## src/hdl/phd_pkg.sv

```systemverilog
// Shared types and constants for the PPP async HDLC deframer.
// No dependencies; imported by every module of the block.
`timescale 1ns / 1ps

package phd_pkg;

  // framing bytes of PPP async HDLC
  localparam logic [7:0] FLAG_BYTE = 8'h7E;
  localparam logic [7:0] ESC_BYTE  = 8'h7D;
  localparam logic [7:0] ESC_XOR   = 8'h20;

  // hard upper bound on stored bytes per frame
  localparam logic [15:0] MAX_FRAME = 16'd4096;

  localparam int unsigned LEN_W = 13;

  // configuration register indexes
  localparam logic REG_CONVERT_MODE = 1'b0;
  localparam logic REG_MAX_LEN      = 1'b1;

  typedef enum logic [2:0] {
    ST_DATA     = 3'd0,
    ST_GOOD     = 3'd1,
    ST_ESC_FLAG = 3'd2,
    ST_OVERRUN  = 3'd3,
    ST_SHORT    = 3'd4
  } status_t;

  // per-frame control state
  typedef struct packed {
    logic             escape_pending;
    logic [LEN_W-1:0] byte_count;
  } frame_state_t;

  // one result request, valid marks that the byte produced one
  typedef struct packed {
    logic             valid;
    logic             has_byte;
    logic [7:0]       data_byte;
    logic             frame_end;
    logic [LEN_W-1:0] frame_length;
    status_t          status;
  } result_t;

endpackage

```

## src/hdl/phd_decode.sv

```systemverilog
// Per-byte de-stuffing and framing decision for the deframer.
// Depends on phd_pkg; purely combinational.
`timescale 1ns / 1ps

module phd_decode import phd_pkg::*; (
  input  logic             convert_mode,
  input  logic [LEN_W-1:0] max_len,
  input  logic [7:0]       in_byte,
  input  frame_state_t     state,
  input  logic [7:0]       hold_oldest,
  output frame_state_t     state_next,
  output logic             shift,
  output logic [7:0]       shift_byte,
  output result_t          result
);

  logic [LEN_W-1:0] limit;
  logic [7:0]       data;
  logic             below_limit;

  // limit in force is the smaller of max_len and the hard bound
  always_comb begin
    if ({3'b000, max_len} < MAX_FRAME) begin
      limit = max_len;
    end else begin
      limit = MAX_FRAME[LEN_W-1:0];
    end
  end

  assign below_limit = state.byte_count < limit;
  assign data = (convert_mode && state.escape_pending) ? (in_byte ^ ESC_XOR) : in_byte;
  assign shift_byte = data;

  always_comb begin
    state_next = state;
    shift      = 1'b0;
    result     = '0;
    result.status = ST_DATA;
    if (in_byte == FLAG_BYTE) begin
      // flag closes the frame
      if (state.escape_pending) begin
        state_next      = '0;
        result.valid    = 1'b1;
        result.frame_end = 1'b1;
        result.status   = ST_ESC_FLAG;
      end else if (convert_mode) begin
        if (state.byte_count != '0) begin
          state_next       = '0;
          result.valid     = 1'b1;
          result.frame_end = 1'b1;
          if (state.byte_count == LEN_W'(1)) begin
            result.status = ST_SHORT;
          end else begin
            result.status       = ST_GOOD;
            result.frame_length = state.byte_count - LEN_W'(2);
          end
        end
      end else begin
        // raw mode passes the flag when there is room
        state_next       = '0;
        result.valid     = 1'b1;
        result.frame_end = 1'b1;
        result.status    = ST_GOOD;
        if (below_limit) begin
          result.has_byte     = 1'b1;
          result.data_byte    = FLAG_BYTE;
          result.frame_length = state.byte_count + LEN_W'(1);
        end else begin
          result.frame_length = state.byte_count;
        end
      end
    end else if (in_byte == ESC_BYTE && convert_mode) begin
      state_next.escape_pending = 1'b1;
    end else begin
      state_next.escape_pending = 1'b0;
      if (!below_limit) begin
        // overrun discards the frame
        state_next       = '0;
        result.valid     = 1'b1;
        result.frame_end = 1'b1;
        result.status    = ST_OVERRUN;
      end else begin
        shift = 1'b1;
        state_next.byte_count = state.byte_count + LEN_W'(1);
        if (!convert_mode) begin
          result.valid     = 1'b1;
          result.has_byte  = 1'b1;
          result.data_byte = data;
        end else if (state.byte_count >= LEN_W'(2)) begin
          // release the byte two places back, the fcs stays held
          result.valid     = 1'b1;
          result.has_byte  = 1'b1;
          result.data_byte = hold_oldest;
        end
      end
    end
  end

endmodule

```

## src/hdl/phd_outreg.sv

```systemverilog
// Output result register of the deframer, holds one request under stall.
// Depends on phd_pkg.
`timescale 1ns / 1ps

module phd_outreg import phd_pkg::*; (
  input  logic             clk,
  input  logic             rst,
  input  logic             load,
  input  result_t          result,
  output logic             free,
  output logic             out_valid,
  input  logic             out_stall,
  output logic             has_byte,
  output logic [7:0]       data_byte,
  output logic             frame_end,
  output logic [LEN_W-1:0] frame_length,
  output logic [2:0]       status
);

  result_t held;

  // register can take a new request when empty or being drained
  assign free = !out_valid || !out_stall;

  always_ff @(posedge clk) begin
    if (rst) begin
      out_valid <= 1'b0;
    end else if (free) begin
      out_valid <= load && result.valid;
    end
  end

  // payload needs no reset
  always_ff @(posedge clk) begin
    if (free && load && result.valid) begin
      held <= result;
    end
  end

  assign has_byte     = held.has_byte;
  assign data_byte    = held.data_byte;
  assign frame_end    = held.frame_end;
  assign frame_length = held.frame_length;
  assign status       = held.status;

endmodule

```

## src/hdl/ppp_async_hdlc_deframer_top.sv

```systemverilog
// Top level of the PPP async HDLC deframer: input register, frame state,
// config registers. Depends on phd_pkg, phd_decode and phd_outreg.
`timescale 1ns / 1ps

// Takes one received serial byte per request and yields at most one result
// per byte. Sustained rate is one byte per clock while the output is not
// stalled: a byte is registered in the input register, and the frame state
// and two-byte FCS hold line update as it moves into the output register,
// which drives its result on the outputs. Bytes that produce nothing
// (escapes, bytes still held for the FCS, empty frames) drain without a
// result. Configuration writes must happen only while no byte is in
// flight.
module ppp_async_hdlc_deframer_top import phd_pkg::*; (
  input  logic             clk,
  input  logic             rst,
  input  logic             cfg_write,
  input  logic             cfg_index,
  input  logic [LEN_W-1:0] cfg_data,
  input  logic             in_valid,
  output logic             in_stall,
  input  logic [7:0]       in_byte,
  output logic             out_valid,
  input  logic             out_stall,
  output logic             has_byte,
  output logic [7:0]       data_byte,
  output logic             frame_end,
  output logic [LEN_W-1:0] frame_length,
  output logic [2:0]       status
);

  logic             convert_mode;
  logic [LEN_W-1:0] max_len;
  logic             s1_valid;
  logic [7:0]       s1_byte;
  logic             advance;
  logic             out_free;
  frame_state_t     state;
  frame_state_t     state_next;
  logic [7:0]       hold_bytes [2];
  logic             shift;
  logic [7:0]       shift_byte;
  result_t          result;

  // configuration registers
  always_ff @(posedge clk) begin
    if (rst) begin
      convert_mode <= 1'b1;
      max_len      <= LEN_W'(4096);
    end else if (cfg_write) begin
      unique case (cfg_index)
        REG_CONVERT_MODE: convert_mode <= cfg_data[0];
        REG_MAX_LEN:      max_len      <= cfg_data;
        default:          ;
      endcase
    end
  end

  // input register
  assign advance  = s1_valid && out_free;
  assign in_stall = s1_valid && !out_free;

  always_ff @(posedge clk) begin
    if (rst) begin
      s1_valid <= 1'b0;
    end else if (!in_stall) begin
      s1_valid <= in_valid;
    end
  end

  always_ff @(posedge clk) begin
    if (!in_stall && in_valid) begin
      s1_byte <= in_byte;
    end
  end

  phd_decode u_decode (
    .convert_mode (convert_mode),
    .max_len      (max_len),
    .in_byte      (s1_byte),
    .state        (state),
    .hold_oldest  (hold_bytes[0]),
    .state_next   (state_next),
    .shift        (shift),
    .shift_byte   (shift_byte),
    .result       (result)
  );

  // frame state
  always_ff @(posedge clk) begin
    if (rst) begin
      state <= '0;
    end else if (advance) begin
      state <= state_next;
    end
  end

  // fcs hold line
  always_ff @(posedge clk) begin
    if (advance && shift) begin
      hold_bytes[0] <= hold_bytes[1];
      hold_bytes[1] <= shift_byte;
    end
  end

  phd_outreg u_outreg (
    .clk          (clk),
    .rst          (rst),
    .load         (advance),
    .result       (result),
    .free         (out_free),
    .out_valid    (out_valid),
    .out_stall    (out_stall),
    .has_byte     (has_byte),
    .data_byte    (data_byte),
    .frame_end    (frame_end),
    .frame_length (frame_length),
    .status       (status)
  );

endmodule

```

## config.mk

```make
export PLATFORM = sky130hd
export DESIGN_NAME = ppp_async_hdlc_deframer_top
export DESIGN_NICKNAME = d
export VERILOG_FILES = /design/src/hdl/phd_pkg.sv /design/src/hdl/phd_decode.sv /design/src/hdl/phd_outreg.sv /design/src/hdl/ppp_async_hdlc_deframer_top.sv
export SDC_FILE = /design/constraint.sdc
export NUM_CORES = 1
export LEC_CHECK = 0
export ABC_AREA = 1
export ABC_CLOCK_PERIOD_IN_PS = 2800
export BUFFER_PORTS_ARGS = -buffer_cell sky130_fd_sc_hd__buf_2
export CELL_PAD_IN_SITES_DETAIL_PLACEMENT = 0
export CELL_PAD_IN_SITES_GLOBAL_PLACEMENT = 1
export CORE_MARGIN = 1
export CORE_UTILIZATION = 39
export DETAILED_ROUTE_END_ITERATION = 8
export PLACE_DENSITY = 0.82
export SLEW_MARGIN = 20
export SYNTH_ARGS = -nofsm -noshare
export SYNTH_HDL_FRONTEND = slang
export SYNTH_SLANG_ARGS = --single-unit
```

## constraint.sdc

```tcl
create_clock -name clk -period 2.8 [get_ports clk]
set_clock_uncertainty 0.1 [all_clocks]
set_input_delay 0.28 -clock clk [delete_from_list [all_inputs] [get_ports clk]]
set_output_delay 0.28 -clock clk [all_outputs]
set_load 0.005 [all_outputs]
```

# Yosys cells after proc, flatten, opt, wreduce, memory -nomap -nowiden
# Memories as Yosys holds them, arrays and structs flattened.
# Index checks and enable logic that the tools add are counted.
# Widths: inputs -> output; s select.
# classes
add_sub_neg,2
magnitude_cmp,3
n_eq_ne,5
n_mux,37
bitwise_logic,3
reduce_logical,19
# ops
op,n
$mux 13,7
$mux 9,4
$mux 17,2
$mux 14,2
$mux 11,2
$mux 10,2
$eq 8x7->1 const B,2
$add 13x1->13 const B,1
$eq 13x1->1 const B,1
$ge 13x2->1 const B,1
$lt 13x13->1,1
$lt 13x13->1 const B,1
$reduce_bool 13->1,1
$sub 13x2->13 const B,1
$mux 1,12
$mux 3,4
$logic_and 1x1->1,9
$mux 6,1
$logic_not 1->1,4
$ne 4x4->1 const B,1
$reduce_and 2->1,2
$not 1->1,3
$reduce_and 3->1,1
$mux 2,1
other kinds (3),3
# totals
register_bits,64
ram_bits,16
inputBits,27
output_inout_bits,28
elab_cells,82
memories,1
# mem_list
memory,depth,word_bits,rd,rd_ports_with_merged_regs,write_ports,line_no,text
hold_bytes,2,8,2,0,2,ppp_async_hdlc_deframer_top.sv:39,logic [7:0] hold_bytes [2];

# Depth between registers and ports, before layout
# logic_depth
word_depth,9
ltp_mapped,15
depth_no_buf,14

# By module
# From an unflattened synthesis, not the netlist that was laid out.
# unflattened
hier_cells,655
area_unflattened_um2,4788.3
# by_module_without_submodules
module,n_inst,cells_each,area_per_inst_um2,seq_area_each_um2
phd_decode,1,414,2047.0,0.0
ppp_async_hdlc_deframer_top,1,210,1916.8,1301.2
phd_outreg,1,31,824.5,800.8

# Least setup slack after synthesis
# No wires, ideal clock.
# synth_path
kind,register to register
from,register max_len[12]
to,"memory hold_bytes[0][0], enable pin"
arrival_ps,2502
t_required_ps,2312
setup_slack_ps,-190
path_stages_with_launch,14
path_buffers,1
period_less_slack_ps,2990
path_cell_list,dfxtp_1 > inv_2 > clkbuf_1 > nand2_1 > ha_1 > nand2_1 > nor2_2 > nand2_1 > nor2_1 > nor2_4 > nand2_8 > nor2_1 > inv_1 > nor2_1
# synth_rtl
element,line_no,text
start: declaration,ppp_async_hdlc_deframer_top.sv:32,logic [LEN_W-1:0] max_len;
start signal: assignment,ppp_async_hdlc_deframer_top.sv:52,REG_MAX_LEN: max_len <= cfg_data;
end: declaration,ppp_async_hdlc_deframer_top.sv:39,

==> impl_metrics.ini <==
[outcome]
status = finished clean

[flow_run]
maxCapViolations = 0

[global_route]
grt_pass1_wl_um = 17040
grt_use_total_pct = 19.28
antenna_found_initial = 0
grt_pass1_vias = 3433
grt_max_degree = 20
overflow = 0

[sta]
fin_crit_sh_pct = 90.70
rsz0062_at_grt = no
fmax_mhz = 393.8
fin_setup_tns_ps = 0
setup_violations = 0
tightestPinTransition_ps = 525.4
timing.slew.headroom_pct = 64.94
min_period_ps = 2540
hold_viol_final = 0
slew_violations = 0

[setup_path]
endpoint_kind = register
ff2ff_setup_slack_ps = 260
r2r_start = max_len[12]$_SDFFE_PP1P_
worst_ep_arrival_time_ps = 2510
worst_r2r_endpoint = hold_bytes[0][12]$_DFFE_PP_
required_ps = 2780
rr_worst_depth = 13
cp-start-kind = register
crit_type = register to register
cp_max_fo = 14

[cts]
cts_tree = yes
path_clk_slew_ps = 80
clock-sinks = 80
cts_root_buf = clkbuf_8
clkLatencyLatePin_ps = 370
cts_max_path_buffers = 2
cts_buffers = 9
htreeDepth = 3

[power_and_ir_drop]
power.density_mw_per_mm2 = 476.9
p_leak_nw = 2.203
ir_worst_vdd_v = 0.0002486

[synthesis]
synth_top_family_by_area = simple AND/OR/NAND/NOR gates
syn_nets = 565
synthAdderAreaFrac_pct = 5.450
synthMuxAreaShare_pct = 0
synth_warnings = 0
synth_compound_area_share_pct = 7.458
synth_seq_area_share_pct = 48.19
synth-main-ff-cell = edfxtp_1
synth.ff_latch_count = 80
synth-xor-area-share_pct = 1.004
async_flop_share_pct = 0
ys_types = 40
avgSynthCellArea_um2 = 8.404
yosys.area_share.simple_pct = 31.47
netlist_instances = 519
synth_edf_count = 50
syn_area_mm2 = 0.004362

[min_path]
hp-class = primary input to register
min-delay-start = cfg_data[12]
whs_path_depth = 3
whs_endpoint = max_len[12]$_SDFFE_PP1P_

[routing]
ant_nets = 0
wirelength_um = 10090
via_per_inst = 4.843
vias = 3589
avgRoutedWirePerCell_um = 13.62
drt-initial-drc-count = 234
drc = 0
dr.pass1.iters = 5

[final_layout]
area.growth.synth_to_final_pct = 18.59
drive_gt1_share_pct = 23.63
nets = 642
final_cells = 741
diodes = 0
fillCellCount = 1059

[place]
place_congestion = 0.8901
place_inst = 716
post-dp-hpwl_um = 7583
placement.io_buffers = 54

[die]
die_x_um = 107.8
dieHeight_um = 107.8
die-area_mm2 = 0.01161
std_cell_rows = 38
ios = 55
core_mm2 = 0.01089
initial_core_util_pct = 40.06
==> cell usage in the layout, fill, tap and decap left out, drive strengths merged <==
cell / synthesis / layout
o211ai: 2 / 2
a21boi: 2 / 2
edfxtp: 50 / 50
nand4: 21 / 21
nor2: 104 / 104
nor3: 8 / 8
nand2: 123 / 123
xor2: 5 / 5
inv: 48 / 51
or2: 2 / 2
dfxtp: 30 / 30
nor4: 1 / 1
o21ai: 37 / 37
clkbuf: 7 / 9
nor3b: 1 / 1
a21oi: 17 / 17
buf: 9 / 74
o31ai: 1 / 1
a211oi: 1 / 1
nand3: 29 / 29
ha: 19 / 19
clkinv: 1 / 4
dlygate4sd3: 0 / 8
bufinv: 0 / 1
a31oi: 1 / 1
==> cell usage after synthesis, types with 3 or more instances <==
| master | instances | area share, % |
|---|---|---|
| nand2_1 | 117 | 10 |
| nor2_1 | 81 | 7.0 |
| edfxtp_1 | 50 | 34 |
| inv_1 | 38 | 3.3 |
| dfxtp_1 | 30 | 14 |
| nand3_1 | 25 | 2.9 |
| o21ai_0 | 22 | 2.5 |
| nand4_1 | 21 | 3.0 |
| nor2_2 | 20 | 2.9 |
| ha_1 | 19 | 5.5 |
| a21oi_1 | 16 | 1.8 |
| o21ai_1 | 15 | 1.7 |
| inv_2 | 9 | 0.77 |
| clkbuf_1 | 7 | 0.60 |
| xor2_1 | 5 | 1.0 |
| nor3_1 | 4 | 0.46 |
| buf_2 | 3 | 0.34 |
| buf_4 | 3 | 0.52 |
| nand2_2 | 3 | 0.43 |
| nor2_4 | 3 | 0.77 |
| nor3_2 | 3 | 0.69 |
==> stage by stage <==
step / instance area, um^2 / total power [mW] / util [%] / hold WS, ps / setup WS (ps)
after floorplan: 4364 / 1.516 / - / 278.9 / 18.70
after global placement: 4875 / 1.594 / 44.77 / 300.4 / 240.6
after detailed placement: 4875 / 1.601 / 44.77 / 304.5 / 125.7
after CTS: 5156 / 2.484 / 47.36 / 15.46 / 96.85
final: 5172 / 2.467 / 47.51 / 37.94 / 260.4
after global routing: 5172 / 2.571 / 47.51 / 32.42 / 45.58
==> critical path, stage by stage, from the launching register on <==
cell and delay (ps):
dfxtp_1 320, inv_2 180, nand2_1 80, ha_1 300
nand2_1 90, nor2_2 40, nand2_1 50, nand3_1 100
nor2_4 210, nand2_8 100, nor2_1 180, inv_1 130
nor2_4 160, buf_6 190
==> cell type report <==
type                       count  area, um^2  area share (%)
timing repair buffer          82       516.7           9.990
clock buffer                   9       123.9           2.395
multi-input combinational    374        1987           38.41
clock inverter                 7       77.57           1.500
tap                          140       175.2           3.387
sequential                    80        2102           40.64
inverter                      49       190.2           3.677
==> cell families after synthesis <==
kind of cell	count (synthesis)
AOI/OAI and AO/OA	61
xor gates and xnor gates	5
adders and majority gates	19
buffers and inverters	65
DFF	80
and+or+nand+nor	289
==> registers in the layout, summed over array words and instances (netlist names) <==
register / cells
hold_bytes: 16
u_outreg.data_byte: 8
convert_mode: 1
u_outreg.status: 3
u_outreg.frame_length: 13
max_len: 13
u_outreg.out_valid: 1
u_outreg.frame_end: 1
u_outreg.has_byte: 1
s1_byte: 8
state: 14
s1_valid: 1
==> repair_timing <==
item | in CTS | in global routing
resized for setup | 0 | 2
hold endpoints to repair | 8 | 0
buffers inserted | 0 | 1
endpoints found under the setup margin | 0 | 13
hold buffers | 8 | 0
==> worst max-delay path by stage <==
stage | startpoint | to | slack [ps] | cells past startpoint
after floorplan | max_len[12]$_SDFFE_PP1P_ | u_outreg.data_byte[0]$_SDFFCE_PP0P_ | 20 | 14
after global placement | max_len[12]$_SDFFE_PP1P_ | hold_bytes[0][14]$_DFFE_PP_ | 240 | 13
after detailed placement | max_len[12]$_SDFFE_PP1P_ | hold_bytes[0][14]$_DFFE_PP_ | 130 | 13
after CTS | max_len[12]$_SDFFE_PP1P_ | hold_bytes[0][12]$_DFFE_PP_ | 100 | 13
after global routing | max_len[12]$_SDFFE_PP1P_ | hold_bytes[0][11]$_DFFE_PP_ | 50 | 13
final | max_len[12]$_SDFFE_PP1P_ | hold_bytes[0][12]$_DFFE_PP_ | 260 | 13
==> routing by layer <==
layer	track usage [%]	vias to the layer above	share of wire, %
met5	0	-	0
met4	9.295	0	2.2
met2	29.26	126	43
li1	-	1881	-
met3	2.482	15	5.4
met1	27.02	1567	49
==> report_power, final <==
| part | leakage, nW | internal (mW) | switching (mW) |
|---|---|---|---|
| clock | 0.106 | 0.423 | 0.460 |
| sequential | 0.725 | 1.31 | 0.0258 |
| combinational | 1.37 | 0.0927 | 0.159 |
| total | 2.20 | 1.82 | 0.645 |
(Power assumes the default switching activity.)
